**src/rtl/ott_ram.sv**
```systemverilog
// ----------------------------------------------------------------------------
// ott_ram
// generic single write port, single read port ram with registered read
// ----------------------------------------------------------------------------
`default_nettype none
module ott_ram #(
	parameter int WIDTH = 8,
	parameter int DEPTH = 16
) (
	input  wire logic                     clk,
	input  wire logic                     we,
	input  wire logic [$clog2(DEPTH)-1:0] waddr,
	input  wire logic [WIDTH-1:0]         wdata,
	input  wire logic                     re,
	input  wire logic [$clog2(DEPTH)-1:0] raddr,
	output logic      [WIDTH-1:0]         rdata
);
	logic [WIDTH-1:0] mem [DEPTH];

	always_ff @(posedge clk) begin
		if (we) begin
			mem[waddr] <= wdata;
		end
		if (re) begin
			rdata <= mem[raddr];
		end
	end
endmodule
`default_nettype wire

```
**config.mk**
```make
export PLATFORM = sky130hd
export DESIGN_NAME = ott_ram
export DESIGN_NICKNAME = d
export VERILOG_FILES = /design/src/rtl/ott_ram.sv
export SDC_FILE = /design/constraint.sdc
export NUM_CORES = 1
export LEC_CHECK = 0
export BUFFER_PORTS_ARGS = -buffer_cell sky130_fd_sc_hd__buf_2
export CORE_MARGIN = 2
export CORE_UTILIZATION = 65
export CTS_BUF_LIST = sky130_fd_sc_hd__clkbuf_8
export CTS_CLUSTER_SIZE = 8
export DETAILED_ROUTE_END_ITERATION = 12
export GPL_TIMING_DRIVEN = 0
export PLACE_DENSITY_LB_ADDON = 0.08
export SLEW_MARGIN = 10
export SYNTH_ARGS = -nofsm -noshare
export SYNTH_HDL_FRONTEND = slang
export SYNTH_SLANG_ARGS = --single-unit
```
**constraint.sdc**
```tcl
create_clock -name clk -period 3.1 [get_ports clk]
set_clock_uncertainty 0.1 [all_clocks]
set_input_delay 0.465 -clock clk [delete_from_list [all_inputs] [get_ports clk]]
set_output_delay 0.465 -clock clk [all_outputs]
set_load 0.02 [all_outputs]
```
Yosys cells after proc, flatten, opt, wreduce, memory -nomap -nowiden
Memory sizes are Yosys's and may differ from the RTL's. A register that Yosys moved wholly into a read port is not among the register bits. Cells that the tools add are included.

Add/sub/neg operators: 0. $mul: 0. Divide/modulo/power cells: 0. Order comparisons: 0. Equal/unequal tests: 0. Shift operators: 0. Multiplexer cells: 2. Bitwise logic cells: 0. Reductions and logical operators: 0.

Operators by type and width (number): 1-bit 2-to-1 mux (2).

Register bits after elaboration: 0. Latch bits: 0. Memory bits (writable): 128. Bits in read-only memories: 0. Input bits: 19. Output and inout bits: 8. Word-level logic and storage cells: 3. Memories: 1.

Memories: mem (depth 16, bits a word 8, rd ports 1, clocked after memory_dff 1, wr ports 1, RTL line 18) `logic [WIDTH-1:0] mem [DEPTH];`.

Logic depth before layout (Yosys ltp)
Word-level depth: 2. Gate-level depth with buffers: 5.

Least setup slack after synthesis
Ideal clock, no wire load.

Path type: input to register. Start point: in waddr[2]. End point: mem mem[0][0], enable pin. Library setup time: 0.383 ns. Arrival time: 1.575 ns. Data required time: 2.617 ns. Path slack: 1.042 ns. Stages: 2. Buffers on the path: 0. Cells stage by stage: or3b_2 nor3_1.

RTL lines: start, declared (RTL line 12) `input wire logic [$clog2(DEPTH)-1:0] waddr,`; end, declared (RTL line 18).

No word-level cell before the write port.

Worst setup path in the final report
Start point: in waddr[2]. End point: mem mem[3][6], enable pin.

No word-level cell before the write port.

==> results.json <==
{
  "post-route-drc-count": 0,
  "ys_top_cells_by_area": "sky130_fd_sc_hd__edfxtp_1, sky130_fd_sc_hd__mux4_2, sky130_fd_sc_hd__mux4_1",
  "dpl-instance-area_um2": 5490,
  "routed_wirelength_mm": 9.79,
  "syn-instance-count": 229,
  "finalSetupViolations": 0,
  "critical_path_required_ns": 3.06,
  "ant_nets": 0,
  "slew_viol_final": 0,
  "cts_tree": "done",
  "synth.largest_area_cell": "sky130_fd_sc_hd__edfxtp_1",
  "routabilityCongestion": 0.765,
  "maximum_number_of_pins_on_one_net_before_global_route_repair": 17,
  "yosys.area_share.adder_pct": 0,
  "postCtsHoldBufs": 0,
  "port_buffers": 25,
  "syn_nets": 248,
  "post_synth_design_cell_area_um2": 5230,
  "num-nets-final": 292,
  "layout-drive-gt1-share_pct": 30.8,
  "synthArstFlopShare_pct": 0,
  "grt_antenna_before_repair": 0,
  "ioPinCount": 27,
  "post_route_utilization_pct": 75.7,
  "die_h_um": 93.7,
  "finalPower_mw": 3.67,
  "main_combinational_cell_family_by_area_after_synthesis": "multiplexers",
  "area_growth_pct": 12.5,
  "via_count": 2438,
  "antennaDiodeCount": 0,
  "p_leak_nw": 1.95,
  "multi_input_gate_area_in_the_final_layout_um2": 1070,
  "clock_insertion_delay_worst_skew_ns": 0.43,
  "initial_utilization_pct": 67.3,
  "mean_area_per_synthesized_cell_um2": 22.8,
  "post-route-period-util_pct": 57.6,
  "ctsLongestPathBuffers": 2,
  "vias_per_std_cell": 6.28,
  "min-delay-path-class": "in2reg",
  "numCtsBuffers": 17,
  "outcome": "completed",
  "report.final.hold_viol_count": 0,
  "critical_path_peak_fanout": 8,
  "setup-tns-final_ns": 0,
  "timing.hold.ws_ns": 0.284,
  "synth-compound-area-share_pct": 2.30,
  "slew_headroom_pct": 25.8,
  "final_area_um2": 5880,
  "drt-wirelength-per-cell_um": 25.2,
  "postCtsSetupRepairBufs": 0,
  "cts.repair.resized": 0,
  "cts-htree-levels": 4,
  "seqCellArea_um2": 4080,
  "synth.yosys.warnings": 0,
  "timing.final.crit_period_ns": 1.79,
  "die_width_um": 93.7,
  "synth-simple-area-share_pct": 3.14,
  "critical_path.endpoint_type": "flip-flop",
  "globalRoute.totalOverflow": 0,
  "clkTransAtPathRegs_ns": 0.07,
  "synth_top_flop_cell": "sky130_fd_sc_hd__edfxtp_1",
  "critPathArrivalTime_ns": 1.74,
  "worst-setup-path-type": "in2reg",
  "power.density_cell_area_nw_per_um2": 624,
  "ir_worst_vdd_mv": 0.438,
  "ys_types": 18,
  "post-dp-hpwl_mm": 5.96,
  "max-cap-violations": 0,
  "grt_use_total_pct": 24.6,
  "synth-edff-count": 136,
  "least_margin_pin_slew_ns": 1.10,
  "synth.most_common_cell": "sky130_fd_sc_hd__edfxtp_1",
  "detail_route.iter0.violations": 324,
  "synth-seq-cells": 136,
  "drt-pass1-iter-count": 4,
  "master_cell_of_the_clock_root_buffer": "sky130_fd_sc_hd__clkbuf_8",
  "timing.fmax_mhz": 560,
  "fillCellCount": 435,
  "setup_repair_after_global_routing_missed_its_margin": "no",
  "worstSetupStartpointType": "primary input",
  "grt_first_pass_wirelength_mm": 14.6,
  "synth_xor_xnor_area_share_pct": 0,
  "core_region_area_um2": 7770,
  "number_of_global_route_vias_before_repair": 2461,
  "yosys-top-cells-count": "sky130_fd_sc_hd__edfxtp_1, sky130_fd_sc_hd__mux4_2, sky130_fd_sc_hd__a22oi_1",
  "ys_seq_area_share_pct": 78.1,
  "rows": 32,
  "cts_num_sinks": 136,
  "dieArea_um2": 8780,
  "post_synthesis_mux_area_share_pct": 14.8,
  "post-synth-top-area-fraction_pct": 78.1
}
==> critical path: stages <==
cell                     delay, ns
sky130_fd_sc_hd__buf_2        0.12
sky130_fd_sc_hd__or3b_2       0.53
sky130_fd_sc_hd__nor2_1       0.62
==> layout make-up <==
type | count | area share [%]
buffer | 10 | 1.47
clock buffer | 17 | 3.98
clock inverter | 15 | 2.57
multi-input combinational | 83 | 18.2
sequential | 136 | 69.4
tap | 102 | 2.17
timing repair buffer | 25 | 2.13
==> flip-flops by register name, indices dropped and copies added, names as in the netlist <==
name	count
rdata	8
mem	128
==> cell families (layout without fill, tap and decap cells) <==
kind of cell | after synthesis | after routing
flip-flops | 136 | 136
buffers and inverters | 10 | 67
AO/OA/AOI/OAI | 16 | 16
AND/OR/NAND/NOR | 35 | 35
multiplexers | 32 | 32
==> metrics by stage <==
| step | setup WS [ns] | cells |
|---|---|---|
| 2_1_floorplan | 1.04 | 229 |
| 3_3_place_gp | 0.534 | 356 |
| 3_5_place_dp | 0.484 | 356 |
| 4_1_cts | 0.944 | 388 |
| 5_1_grt | 1.26 | 388 |
| 6_report | 1.31 | 388 |
==> final timing paths <==
| check | start | to | slack (ns) | cells after the start |
|---|---|---|---|---|
| worst max register to register | mem[5][2] | rdata[2] | 1.42 | 3 |
| worst max-delay path | waddr[2] | mem[3][6] | 1.31 | 3 |
| worst min register to register | mem[8][2] | rdata[2] | 0.68 | 3 |
| worst min-delay path | re | rdata[6] | 0.28 | 1 |
==> cell usage in the layout (no fill, tap or decap), types with 4 or more instances in the layout <==
| master | instances |
|---|---|
| sky130_fd_sc_hd__clkbuf_8 | 17 |
| sky130_fd_sc_hd__nand2_1 | 9 |
| sky130_fd_sc_hd__clkinv_2 | 4 |
| sky130_fd_sc_hd__mux4_1 | 14 |
| sky130_fd_sc_hd__buf_2 | 28 |
| sky130_fd_sc_hd__mux4_2 | 18 |
| sky130_fd_sc_hd__nor2_1 | 13 |
| sky130_fd_sc_hd__edfxtp_1 | 136 |
| sky130_fd_sc_hd__a22oi_1 | 16 |
==> routing by layer <==
metal  wire length, um  part of all wire (%)  global-route usage [%]
met2              4790                    49                    37.4
met4                90                  0.92                    8.33
met5                 0                     0                       0
met1              4070                    42                    36.4
met3               840                   8.6                    5.78
==> power breakdown <==
part | switching [mW] | internal (mW) | leakage, nW
combinational | 0.125 | 0.0801 | 0.521
clock | 0.669 | 0.715 | 0.194
sequential | 0.00973 | 2.07 | 1.24
Note: power is estimated with default switching activity, not from simulation.
